### src/hw/rtl/lcpf_pkg.sv
// ----------------------------------------------------------------------------
// lcpf_pkg
// Shared constants and fixed-point helpers for the LSTM pointwise forward block.
// ----------------------------------------------------------------------------
package lcpf_pkg;

	localparam int unsigned CELLS_DEF     = 4096;
	localparam int unsigned FRAC_BITS_DEF = 12;
	localparam int unsigned IDX_W         = 12;
	localparam int unsigned VAL_W         = 16;
	localparam int unsigned HID_W         = 14;

	typedef logic signed [VAL_W-1:0] val_t;

	// saturating add of two 16-bit values
	function automatic val_t sat_add(input val_t a, input val_t b);
		logic signed [VAL_W:0] s;
		s = {a[VAL_W-1], a} + {b[VAL_W-1], b};
		if (s > 17'sd32767)
			sat_add = 16'sh7fff;
		else if (s < -17'sd32768)
			sat_add = 16'sh8000;
		else
			sat_add = s[VAL_W-1:0];
	endfunction

endpackage

### src/hw/rtl/lcpf_act.sv
// ----------------------------------------------------------------------------
// lcpf_act
// Piecewise-linear sigmoid; with TANH set, computes 2*sigmoid(2x)-1.
// ----------------------------------------------------------------------------
module lcpf_act #(
	parameter int unsigned FRAC_BITS = lcpf_pkg::FRAC_BITS_DEF,
	parameter bit          TANH      = 1'b0
) (
	input  logic signed [lcpf_pkg::VAL_W-1:0] x,
	output logic signed [lcpf_pkg::VAL_W+1:0] y
);
	import lcpf_pkg::*;

	localparam int W = VAL_W + 2;
	localparam logic signed [W-1:0] ONE  = W'(1) <<< FRAC_BITS;
	localparam logic signed [W-1:0] T5   = W'(5 * (1 << FRAC_BITS));
	localparam logic signed [W-1:0] T19  = W'((19 * (1 << FRAC_BITS)) >> 3);
	localparam logic signed [W-1:0] C27  = W'((27 * (1 << FRAC_BITS)) >> 5);
	localparam logic signed [W-1:0] C5   = W'((5 * (1 << FRAC_BITS)) >> 3);
	localparam logic signed [W-1:0] HALF = W'((1 << FRAC_BITS) >> 1);

	logic signed [W-1:0] xs, a, s, r;

	always_comb begin
		xs = TANH ? (W'(x) <<< 1) : W'(x);
		a  = xs[W-1] ? -xs : xs;
		if (a >= T5)
			s = ONE;
		else if (a >= T19)
			s = (a >>> 5) + C27;
		else if (a >= ONE)
			s = (a >>> 3) + C5;
		else
			s = (a >>> 2) + HALF;
		r = xs[W-1] ? ONE - s : s;
		y = TANH ? ((r <<< 1) - ONE) : r;
	end
endmodule

### config.mk
export PLATFORM = sky130hd
export DESIGN_NAME = lcpf_act
export DESIGN_NICKNAME = d
export VERILOG_FILES = /design/src/hw/rtl/lcpf_pkg.sv /design/src/hw/rtl/lcpf_act.sv
export SDC_FILE = /design/constraint.sdc
export NUM_CORES = 1
export LEC_CHECK = 0
export BUFFER_PORTS_ARGS = -buffer_cell sky130_fd_sc_hd__buf_4
export CAP_MARGIN = 20
export CORE_UTILIZATION = 52
export DETAILED_ROUTE_END_ITERATION = 8
export PLACE_DENSITY = 0.81
export SLEW_MARGIN = 15
export SYNTH_ARGS = -nofsm -noshare
export SYNTH_HDL_FRONTEND = slang
export SYNTH_SLANG_ARGS = --single-unit
export TNS_END_PERCENT = 1
### constraint.sdc
create_clock -name vclk -period 7.3
set_input_delay 1.825 -clock vclk [all_inputs]
set_output_delay 1.825 -clock vclk [all_outputs]
set_load 0.02 [all_outputs]
# Word level (Yosys, flattened, before mapping)
# Cells that the tools add are included.
totals:
  out_inout_bits: 18
  elab_cells: 13
  in_bits: 16
  ff_bits: 0
op_classes:
  muxes: 5
  add_sub_neg: 5
  magnitude_cmp: 3
ops:
  columns: ["operator", "n"]
  rows:
  - ["$mux 18", 5]
  - ["$ge 18x14->1 const B", 1]
  - ["$ge 18x15->1 const B", 1]
  - ["$ge 18x16->1 const B", 1]
  - ["$neg 16->18", 1]
  - ["$sub 14x18->18 const A", 1]
  - ["$add 16x13->17 const B", 1]
  - ["$add 15x13->16 const B", 1]
  - ["$add 13x13->14 const B", 1]

# Logic depth before layout (Yosys ltp)
# Gate-level depths: netlist of run 1.
logic_depth:
  word_depth: 8
  depth_mapped: 21
  depth_no_buf: 18

# Worst setup path before layout of run 1
# Ideal clock, no wire load.
synth_timing:
  path_kind: "input to output"
  start: "in x[2] in the netlist's numbering"
  end: "out y[14] in the netlist's numbering"
  path_stages: 19
  n_path_buf: 3
  t_arrival_ns: 6.457
  required_ns: 5.475
  path_slack_ns: -0.982
  path_cell_list: "or4_4 -> or4_4 -> o31ai_4 -> xnor2_1 -> buf_6 -> ha_1 -> o2111ai_1 -> nor4_1 -> nand4b_1 -> and2_1 -> o21a_1 -> buf_4 -> buf_2 -> o31ai_1 -> inv_1 -> ha_1 -> nand4_1 -> nor2b_1 -> o21ai_0"
synth_via:
  elab_chain_len: 8
  elab_cells_between_ends: 13
  classes_between: "add/sub (5); order compare (3); mux (5)"
synth_rtl:
  columns: ["item", "line_no", "text"]
  rows:
  - ["start: declaration", "lcpf_act.sv:9", "input logic signed [lcpf_pkg::VAL_W-1:0] x,"]
  - ["$neg 16->18", "lcpf_act.sv:26", "a = xs[W-1] ? -xs : xs;"]
  - ["$mux 18 *", "lcpf_act.sv:26", null]
  - ["$add 16x13->17, or another cell as far along", "lcpf_act.sv:34", "s = (a >>> 2) + HALF;"]
  - ["$mux 18", "lcpf_act.sv:31", "else if (a >= ONE)"]
  - ["$mux 18", "lcpf_act.sv:29", "else if (a >= T19)"]
  - ["$mux 18 *", "lcpf_act.sv:27", "if (a >= T5)"]
  - ["$sub 14x18->18", "lcpf_act.sv:35", "r = xs[W-1] ? ONE - s : s;"]
  - ["$mux 18 *", "lcpf_act.sv:35", null]
  - ["end: declaration", "lcpf_act.sv:10", "output logic signed [lcpf_pkg::VAL_W+1:0] y"]
# Every way passes the cells marked *; elsewhere a longest branch is shown, timed or not.

# Final worst setup path of run 1
layout_timing:
  start: "in x[2] in the netlist's numbering"
  end: "out y[6] in the netlist's numbering"
# Same word-level chain as after synthesis.

==> out/qor.yml, run 1 <==
run_status: "finished with violations"
failing_checks: "setup timing"
synth_simple_gate_area_share_pct: 28.5
largest_net_degree_at_the_start_of_global_routing: 38
die_y_um: 53.4
vias: 2064
hold_path.class: "in -> out"
drt-initial-drc-count: 151
ir_drop_v: 0.000159
synth_top_family_by_area: "compound AO/OA/AOI/OAI gates"
whs_ns: 4.23
aggregate_global_routing_overflow: 0
count_of_antenna_violating_nets_left_after_detailed_routing: 0
syn_nets: 211
placeableCoreArea_um2: 2480
timing_hold_violations_final: 0
syn_area_per_cell_um2: 7.22
worst_slew_slack_as_a_fraction_of_its_limit_pct: 59.1
first_global_vias: 1755
post-route-period-util_pct: 108
drt_drc_violations_left: 0
postCtsHoldBufs: 0
postSynthCellCount: 190
seqCellArea_um2: 0
final_setup_violation_count: 17
yosys.area.top_type: "sky130_fd_sc_hd__xnor2_1"
yosys_warnings: 0
power.static_leakage_nw: 0.937
totalWireLength_mm: 6.39
initial_utilization_pct: 55.4
layout.core_utilization_pct: 89.4
synth_top_cells_by_area: "sky130_fd_sc_hd__xnor2_1 (9.6%), sky130_fd_sc_hd__xor2_1 (7.0%), sky130_fd_sc_hd__o21ai_0 (5.8%)"
number_of_distinct_library_cell_variants_in_the_gate_level_netlist_after_synthesis: 60
crit_required_ns: 5.48
fillers: 111
crit_path_top_delay_cell: "sky130_fd_sc_hd__or4_4"
final_layout_setup_total_negative_slack_ns: -5.79
cap_violations: 0
ports_placed_on_the_boundary: 34
max_freq_ghz: 0.127
grt_setup_unrepaired: "true"
routed_via_density: 6.93
std_cell_rows: 18
floorplan.die_area_um2: 2850
layout-drive-gt1-share_pct: 52.6
count_of_pins_over_their_slew_limit: 0
nClkBuffers: 0
final_critical_path_setup_slack_ns: -0.567
worst-setup-path-type: "in -> out"
n_sequential_cell: 0
synth_compound_gate_area_share_pct: 38.9
worst-slew-pin-transition_ns: 0.609
element_type_at_the_critical_path_end: "output pin"
timing.critical_path.cells: "buf_6 -> or4_4 -> or4_4 -> o31ai_4 -> xnor2_2 -> ha_4 -> o2111ai_2 -> nor4_2 -> nand4b_1 -> and2_4 -> o21a_4 -> buf_4 -> o31ai_4 -> inv_1 -> ha_2 -> nand4_1 -> nand2_1 -> xnor2_2 -> buf_4"
post-synth-top-area-fraction_pct: 9.58
groute.usage.overall_pct: 40.1
worst-path-max-fanout: 7
diodes: 0
grt_first_pass_wirelength_mm: 8.37
hpwl_mm: 3.88
syn2layout_area_growth_pct: 61.6
numPortBuffers: 34
synth_xor_xnor_area_share_pct: 17.8
netlist_area_um2: 1370
gpl.final_weighted_congestion: 0.940
final_net_count: 291
grt_antenna_before_repair: 0
drt-wirelength-per-cell_um: 21.5
worst_setup_path_start_kind: "primary input"
synth_fa_ha_area_share_pct: 4.56
worst_path_arrival_time_ns: 6.04
firstDrtPassIters: 7
total_power_mw: 0.312
fin_crit_ns: 7.87
dieWidth_um: 53.4
synth-seq-area-share_pct: 0
post_synth_mux_area_share_pct: 3.28
p_per_area_nw_per_um2: 141
critical-path-max-stage-delay_ns: 0.53
stage by stage:
step	cells	setup WS [ns]	area (um^2)
floorplan	190	-0.237	1470
global placement	291	-0.198	2070
detailed placement	291	-0.290	2070
CTS	297	-0.242	2170
global route	298	-0.565	2220
finish	298	-0.567	2220
path summary, 6_finish.rpt:
check,to,start,cells after the start
max,y[6],x[2],19
min,y[12],x[15],3
cell families (layout without fill, tap and decap cells):
logic type               after synthesis  count (layout)
AO/OA/AOI/OAI                         70              70
AND/OR/NAND/NOR                       63              63
XOR/XNOR                              27              27
buffers and inverters                 21              99
adder cells (fa/ha/maj)                5               5
multiplexers                           4               4
timing repair:
action | in CTS | in global routing
setup endpoints to repair | 17 | 17
hold endpoints to repair | 0 | 0
setup buffers | 6 | 1
pin swaps | 21 | 4
gates resized for setup | 19 | 11
critical path, delay by kind of cell:
| kind | cells | cell delay, ns |
|---|---|---|
| buffers and inverters | 4 | 0.48 |
| AOI/OAI and AO/OA | 4 | 0.87 |
| adders and majority gates | 2 | 0.39 |
| xor gates and xnor gates | 2 | 0.38 |
| and+or+nand+nor | 7 | 2.07 |
where the power goes:
group          switching [mW]  internal (mW)
clock                       0              0
sequential                  0              0
combinational           0.171          0.141
total                   0.171          0.141
per-layer routing:
layer  GRT usage (%)  up-vias  part of all wire [%]
li1                -      879                     -
met1            49.2      957                    37
met2            69.2      168                    46
met3            5.46       60                    11
met4            15.8        0                   6.2
met5               0        -                     0
placed cells by master, fill, tap and decap left out, types with 3 or more instances in the layout:
master	synthesis	layout
sky130_fd_sc_hd__nor2_2	1	3
sky130_fd_sc_hd__nor3_1	3	3
sky130_fd_sc_hd__nand2_1	10	9
sky130_fd_sc_hd__o41ai_1	4	4
sky130_fd_sc_hd__nand2b_1	6	6
sky130_fd_sc_hd__buf_4	1	84
sky130_fd_sc_hd__o21ai_2	0	4
sky130_fd_sc_hd__xnor2_1	15	11
sky130_fd_sc_hd__xor2_1	11	10
sky130_fd_sc_hd__o211ai_1	5	5
sky130_fd_sc_hd__xnor2_2	0	4
sky130_fd_sc_hd__mux2i_2	1	3
sky130_fd_sc_hd__nand4_1	4	4
sky130_fd_sc_hd__buf_6	1	7
sky130_fd_sc_hd__a31oi_1	4	4
sky130_fd_sc_hd__o31ai_1	8	6
sky130_fd_sc_hd__a21oi_1	9	8
sky130_fd_sc_hd__inv_1	6	4
sky130_fd_sc_hd__nor2_1	14	12
sky130_fd_sc_hd__o21ai_0	16	12
cell type report:
type | instances | area [um^2] | area share [%]
multi-input cells | 169 | 1430 | 64.7
inverters | 8 | 35.0 | 1.58
well taps | 30 | 37.5 | 1.69
repair buffers | 91 | 709 | 32.0
synth_stat cells, drive strengths merged, types with 2 or more instances:
cell type,count
o21ai,18
nor2,16
xnor2,15
xor2,12
a21oi,10
nand2,10
o31ai,10
buf,7
inv,7
o41ai,7
clkbuf,6
nand2b,6
ha,5
o211ai,5
a31oi,4
nand4,4
nor3,4
nor4,4
a211oi,3
mux2i,3
nor2b,3
or3,3
a21o,2
o2111ai,2
o21bai,2
or2,2
or3b,2
or4,2
Note: power is estimated with default switching activity, not from simulation.
==> inputs of run 2 (changes only) <==
- ABC_AREA: not set -> 1
- CORE_UTILIZATION: 52 -> 53
- PLACE_DENSITY: 0.81 -> 0.82
- RECOVER_POWER: not set -> 25
==> out/qor.yml, run 2 <==
run_status: "finished clean"
syn2layout_area_growth_pct: 14.7
initial_utilization_pct: 57.9  # +2.5 points
syn_area_per_cell_um2: 5.09  # -29%
total_power_mw: 0.190  # -39%
totalWireLength_mm: 3.44  # -46%
footprint_of_the_multi_input_gates_um2: 1250  # -12%
grt_first_pass_wirelength_mm: 5.69  # -32%
most_common_library_cell_in_the_layout_ignoring_fill_and_taps: "sky130_fd_sc_hd__nand2_1"
count_of_antenna_violating_nets_left_after_detailed_routing: 0  # unchanged
max_freq_ghz: 0.149  # +17%
ir_drop_v: 0.000125  # -21%
largest_net_degree_at_the_start_of_global_routing: 37  # -2.6%
ports_placed_on_the_boundary: 34  # unchanged
path_delay_family: "simple AND/OR/NAND/NOR gates"
yosys.area.top_type: "sky130_fd_sc_hd__nand2_1"
layout-drive-gt1-share_pct: 22.6  # -30 points
synth_most_common_cell: "sky130_fd_sc_hd__nand2_1"
drt-wirelength-per-cell_um: 9.90  # -54%
hpwl_mm: 2.88  # -26%
final-instance-count-excl-fill: 348  # +17%
final_net_count: 341  # +17%
dieWidth_um: 55.0  # +3.0%
placeableCoreArea_um2: 2570  # +3.6%
gr-usage-met3_pct: 0.273  # -5.2 points
std_cell_rows: 18  # unchanged
postSynthCellCount: 292  # +54%
grt_setup_unrepaired: "false"
clock_network_fraction_of_design_power_pct: 0  # unchanged
final_layout_setup_total_negative_slack_ns: 0  # +5.79 ns
nClkBuffers: 0  # unchanged
worstSetupPathDepth: 29  # +10
worst_slew_slack_as_a_fraction_of_its_limit_pct: 69.1  # +10 points
final_setup_violation_count: 0  # -17
crit_required_ns: 5.48  # about the same
worst-slew-pin-transition_ns: 0.463  # -0.146 ns
aggregate_global_routing_overflow: 0  # unchanged
netSwitchingFraction_pct: 62.9  # +8.2 points
diodes: 0  # unchanged
firstDrtPassIters: 4  # -3
postCtsHoldBufs: 0  # unchanged
p_per_area_nw_per_um2: 111  # -21%
vias: 1795  # -13%
mostFrequentLayoutCells: "sky130_fd_sc_hd__nand2_1 (106), sky130_fd_sc_hd__inv_1 (39), sky130_fd_sc_hd__nand3_1 (38), sky130_fd_sc_hd__buf_4 (33), sky130_fd_sc_hd__nor2_1 (21)"
final_critical_path_setup_slack_ns: 0.589  # +1.16 ns
fin_crit_ns: 6.71  # -1.16 ns
library_cell_appearing_most_often_on_the_critical_path: "sky130_fd_sc_hd__nand2_1"
power.sequential.fraction_pct: 0  # unchanged
power.switching_mw: 0.120  # -30%
gpl.final_weighted_congestion: 0.868  # -7.6%
internal_power_mw: 0.0704  # -50%
critical-path-max-stage-delay_ns: 0.26  # -0.27 ns
post-synth-top-area-fraction_pct: 26.5  # +17 points
count_of_pins_over_their_slew_limit: 0  # unchanged
setup_fix_bufs_post_cts: 0  # -6
netlist_area_um2: 1490  # +8.4%
grt_antenna_before_repair: 0  # unchanged
crit_path_top_delay_cell: "sky130_fd_sc_hd__ha_1"
power_frac_comb_pct: 100.0  # about the same
timing_hold_violations_final: 0  # unchanged
post-place-cells: 348  # +20%
floorplan.die_area_um2: 3020  # +6.1%
first_global_vias: 1408  # -20%
dp_slack_ns: 0.670  # +0.960 ns
synth-seq-area-share_pct: 0  # unchanged
worst_setup_path_start_kind: "primary input"
number_of_distinct_library_cell_variants_in_the_gate_level_netlist_after_synthesis: 28  # -53%
yosys_warnings: 0  # unchanged
min_path_cells: 4  # +1
syn_nets: 313  # +48%
cap_violations: 0  # unchanged
hold_path.class: "in -> out"
total_of_cells_resized_after_clock_tree_synthesis: 0  # -19
drt-initial-drc-count: 58  # -62%
worst-path-max-fanout: 12  # +5
post-route-period-util_pct: 91.9  # -16 points
synth_commonest_cells: "sky130_fd_sc_hd__nand2_1 (105), sky130_fd_sc_hd__inv_1 (38), sky130_fd_sc_hd__nand3_1 (38)"
worst-setup-path-type: "in -> out"
groute.usage.overall_pct: 24.4  # -16 points
n_sequential_cell: 0  # unchanged
routed_via_density: 5.16  # -26%
seqCellArea_um2: 0  # unchanged
numPortBuffers: 34  # unchanged
critical_path_buf_inv_count: 5  # +1
grt_util_met2_pct: 43.8  # -25 points
synth_top_cells_by_area: "sky130_fd_sc_hd__nand2_1 (27%), sky130_fd_sc_hd__nand3_1 (13%), sky130_fd_sc_hd__inv_1 (9.6%)"
fillers: 284  # +160%
element_type_at_the_critical_path_end: "output pin"
power.static_leakage_nw: 1.03  # +9.7%
worst_path_arrival_time_ns: 4.89  # -1.15 ns
die_y_um: 55.0  # +3.0%
grt_util_met1_pct: 34.0  # -15 points
drt_drc_violations_left: 0  # unchanged
busiest_layer: "met2"
==> run 2: worst paths after layout <==
path	from	to	slack, ns
setup / recovery	x[0]	y[10]	0.59
hold / removal	x[15]	y[10]	4.20
==> run 2: cell type report <==
class / instances / area share [%]
inverters: 43 / 9.46
multi-input cells: 241 / 73.6
well taps: 30 / 2.20
repair buffers: 34 / 14.7
==> run 2: tightest hold or removal path: cells and delay by family <==
kind,cells,cell delay (ns)
and+or+nand+nor,2,0.17
buffers and inverters,2,0.38
==> run 2: stage by stage <==
step                      hold slack (ns)  instance area [um^2]  utilization (%)
after floorplan                      4.04                  1490                -
after global placement               4.20                  1710             66.7
after detailed placement             4.20                  1710             66.7
after CTS                            4.20                  1710             66.7
after global routing                 4.24                  1710             66.4
final                                4.20                  1710             66.4
==> run 2: layer usage <==
metal / up-vias / part of all wire (%)
li1: 975 / -
met1: 785 / 51
met2: 35 / 46
met3: 0 / 3.1
met4: 0 / 0
met5: - / 0
==> run 2: cells by family after synthesis <==
| family | Yosys count | synth area share, % |
|---|---|---|
| xor gates and xnor gates | 8 | 5.22 |
| adders and majority gates | 5 | 4.21 |
| AOI/OAI and AO/OA | 25 | 9.85 |
| buffers and inverters | 51 | 15.4 |
| and+or+nand+nor | 203 | 65.3 |
==> run 2: power by group through the flow <==
stage / logic, mW / registers [mW] / clock network [mW]
2_1_floorplan: 0.140 / 0 / 0
3_3_place_gp: 0.189 / 0 / 0
3_5_place_dp: 0.191 / 0 / 0
4_1_cts: 0.191 / 0 / 0
5_1_grt: 0.214 / 0 / 0
6_report: 0.190 / 0 / 0
==> inputs of run 3 (changes only) <==
- CORE_MARGIN: not set -> 2
- CORE_UTILIZATION: 53 -> 30
- PLACE_DENSITY: 0.82 -> not set
==> out/qor.yml, run 3 (synthesized netlist as in run 2, its figures left out) <==
worst-path-max-fanout: 12  # unchanged
floorplan.die_area_um2: 5530  # +83%
groute.usage.overall_pct: 15.0  # -9.4 points
power.static_leakage_nw: 1.03  # -0.24%
clock_network_fraction_of_design_power_pct: 0  # unchanged
ports_placed_on_the_boundary: 34  # unchanged
drt_drc_violations_left: 0  # unchanged
dieWidth_um: 74.4  # +35%
launch_point_of_the_worst_hold_path: "x[15]"
mostFrequentLayoutCells: "sky130_fd_sc_hd__nand2_1 (105), sky130_fd_sc_hd__inv_1 (39), sky130_fd_sc_hd__nand3_1 (39), sky130_fd_sc_hd__buf_4 (33), sky130_fd_sc_hd__nor2_1 (21)"
setup_fix_bufs_post_cts: 0  # unchanged
cap_violations: 0  # unchanged
power.sequential.fraction_pct: 0  # unchanged
worst_setup_path_startpoint: "x[0]"
internal_power_mw: 0.0704  # about the same
die_y_um: 74.4  # +35%
final_layout_setup_total_negative_slack_ns: 0  # unchanged
worst-slew-pin-transition_ns: 0.469  # +0.00675 ns
p_per_area_nw_per_um2: 110  # -1.5%
count_of_antenna_violating_nets_left_after_detailed_routing: 0  # unchanged
power.switching_mw: 0.122  # +1.6%
totalWireLength_mm: 3.86  # +12%
max_freq_ghz: 0.148  # -0.34%
grt_first_pass_wirelength_mm: 7.05  # +24%
syn2layout_area_growth_pct: 17.7
post-place-cells: 385  # +11%
final-instance-count-excl-fill: 385  # +11%
post-route-period-util_pct: 92.3  # +0.32 points
netSwitchingFraction_pct: 63.3  # +0.39 points
routed_via_density: 4.68  # -9.2%
worst-setup-path-type: "in -> out"
firstDrtPassIters: 4  # unchanged
seqCellArea_um2: 0  # unchanged
hold_path.class: "in -> out"
diodes: 0  # unchanged
drt-initial-drc-count: 102  # +76%
power_frac_comb_pct: 100.0  # about the same
fin_crit_ns: 6.73  # +0.0231 ns
ir_drop_v: 0.0000447  # -64%
postCtsHoldBufs: 0  # unchanged
numPortBuffers: 34  # unchanged
largest_net_degree_at_the_start_of_global_routing: 37  # unchanged
gpl.final_weighted_congestion: 0.856  # -1.4%
timing_hold_violations_final: 0  # unchanged
hpwl_mm: 3.22  # +12%
count_of_pins_over_their_slew_limit: 0  # unchanged
initial_utilization_pct: 31.3  # -27 points
total_of_cells_resized_after_clock_tree_synthesis: 0  # unchanged
worst_hold_path.endpoint: "y[10]"
placeableCoreArea_um2: 4750  # +85%
grt_setup_unrepaired: "false"
layout-drive-gt1-share_pct: 22.6  # unchanged
aggregate_global_routing_overflow: 0  # unchanged
final_net_count: 341  # unchanged
worst_path_arrival_time_ns: 4.91  # +0.02 ns
worst_setup_path_start_kind: "primary input"
first_global_vias: 1702  # +21%
min_path_cells: 5  # +1
crit_required_ns: 5.48  # about the same
final_setup_violation_count: 0  # unchanged
std_cell_rows: 25  # +7
worst_slew_slack_as_a_fraction_of_its_limit_pct: 68.7  # -0.45 points
grt_antenna_before_repair: 0  # unchanged
nClkBuffers: 0  # unchanged
vias: 1803  # +0.45%
most_common_library_cell_in_the_layout_ignoring_fill_and_taps: "sky130_fd_sc_hd__nand2_1"
run_status: "finished clean"
drt-wirelength-per-cell_um: 10.0  # +1.3%
n_sequential_cell: 0  # unchanged
element_type_at_the_critical_path_end: "output pin"
==> run 3: cell types whose count changed in the layout (fill, tap and decap cells not counted) <==
cell | previous run | this run
sky130_fd_sc_hd__nand2_1 | 106 | 105
sky130_fd_sc_hd__nand2_2 | 12 | 13
sky130_fd_sc_hd__nand3_1 | 38 | 39
sky130_fd_sc_hd__nand3_2 | 9 | 8
==> run 3: routing by layer <==
| layer | wire length, um | global-route usage (%) | vias to the layer above | share of wire (%) |
|---|---|---|---|---|
| met1 | 1870 | 21.2 | 802 | 48 |
| met5 | 0 | 0 | - | 0 |
| met3 | 116 | 0 | 0 | 3.0 |
| met4 | 0 | 0 | 0 | 0 |
| li1 | - | - | 968 | - |
| met2 | 1870 | 27.3 | 33 | 48 |
==> run 3: stage by stage <==
stage / hold slack [ns] / setup slack [ns] / power [mW] / util (%) / instance area, um^2
3_3_place_gp: 4.21 / 0.678 / 0.193 / 37.0 / 1760
6_report: 4.22 / 0.566 / 0.192 / 36.8 / 1750
4_1_cts: 4.22 / 0.617 / 0.195 / 37.0 / 1760
2_1_floorplan: 4.04 / 1.01 / 0.140 / - / 1490
5_1_grt: 4.24 / 0.147 / 0.219 / 36.8 / 1750
3_5_place_dp: 4.21 / 0.633 / 0.194 / 37.0 / 1760
==> run 3: power groups by stage <==
| stage | Sequential [mW] | Clock, mW | Combinational (mW) |
|---|---|---|---|
| 2_1_floorplan | 0 | 0 | 0.140 |
| 3_5_place_dp | 0 | 0 | 0.194 |
| 4_1_cts | 0 | 0 | 0.195 |
| 5_1_grt | 0 | 0 | 0.219 |
| 6_report | 0 | 0 | 0.192 |
| 3_3_place_gp | 0 | 0 | 0.193 |
==> run 3: area by class of cell <==
type               count  area, um^2
well taps             67        83.8
fillers              574        3010
multi-input cells    241        1250
inverters             43         161
repair buffers        34         251
==> run 3: how the worst max path moves through the flow <==
stage          endpoint  depth (start not counted)  slack [ns]
2_1_floorplan      y[4]                         25        1.01
3_3_place_gp      y[14]                         28        0.68
3_5_place_dp      y[14]                         28        0.63
4_1_cts           y[16]                         28        0.62
5_1_grt           y[16]                         28        0.15
6_report          y[16]                         28        0.57
==> run 3: critical path, cell delays in order <==
cell and delay, ns:
sky130_fd_sc_hd__buf_4 0.12, sky130_fd_sc_hd__inv_1 0.09, sky130_fd_sc_hd__ha_1 0.21, sky130_fd_sc_hd__nand3_2 0.11, sky130_fd_sc_hd__nand2_4 0.11, sky130_fd_sc_hd__nand3_1 0.08
sky130_fd_sc_hd__nand2_1 0.07, sky130_fd_sc_hd__nand2_2 0.10, sky130_fd_sc_hd__inv_1 0.18, sky130_fd_sc_hd__ha_1 0.17, sky130_fd_sc_hd__inv_1 0.05, sky130_fd_sc_hd__nor3_1 0.17
sky130_fd_sc_hd__nand4_1 0.11, sky130_fd_sc_hd__nor2_1 0.09, sky130_fd_sc_hd__nand2_1 0.07, sky130_fd_sc_hd__nand2_2 0.08, sky130_fd_sc_hd__nand2_4 0.10, sky130_fd_sc_hd__nand2_4 0.14
sky130_fd_sc_hd__nand2_1 0.06, sky130_fd_sc_hd__nand2_1 0.07, sky130_fd_sc_hd__nand2_2 0.08, sky130_fd_sc_hd__ha_1 0.26, sky130_fd_sc_hd__nand3_2 0.11, sky130_fd_sc_hd__nor2_2 0.05
sky130_fd_sc_hd__nand2_1 0.09, sky130_fd_sc_hd__nand2_1 0.07, sky130_fd_sc_hd__o21ai_0 0.07, sky130_fd_sc_hd__buf_4 0.17
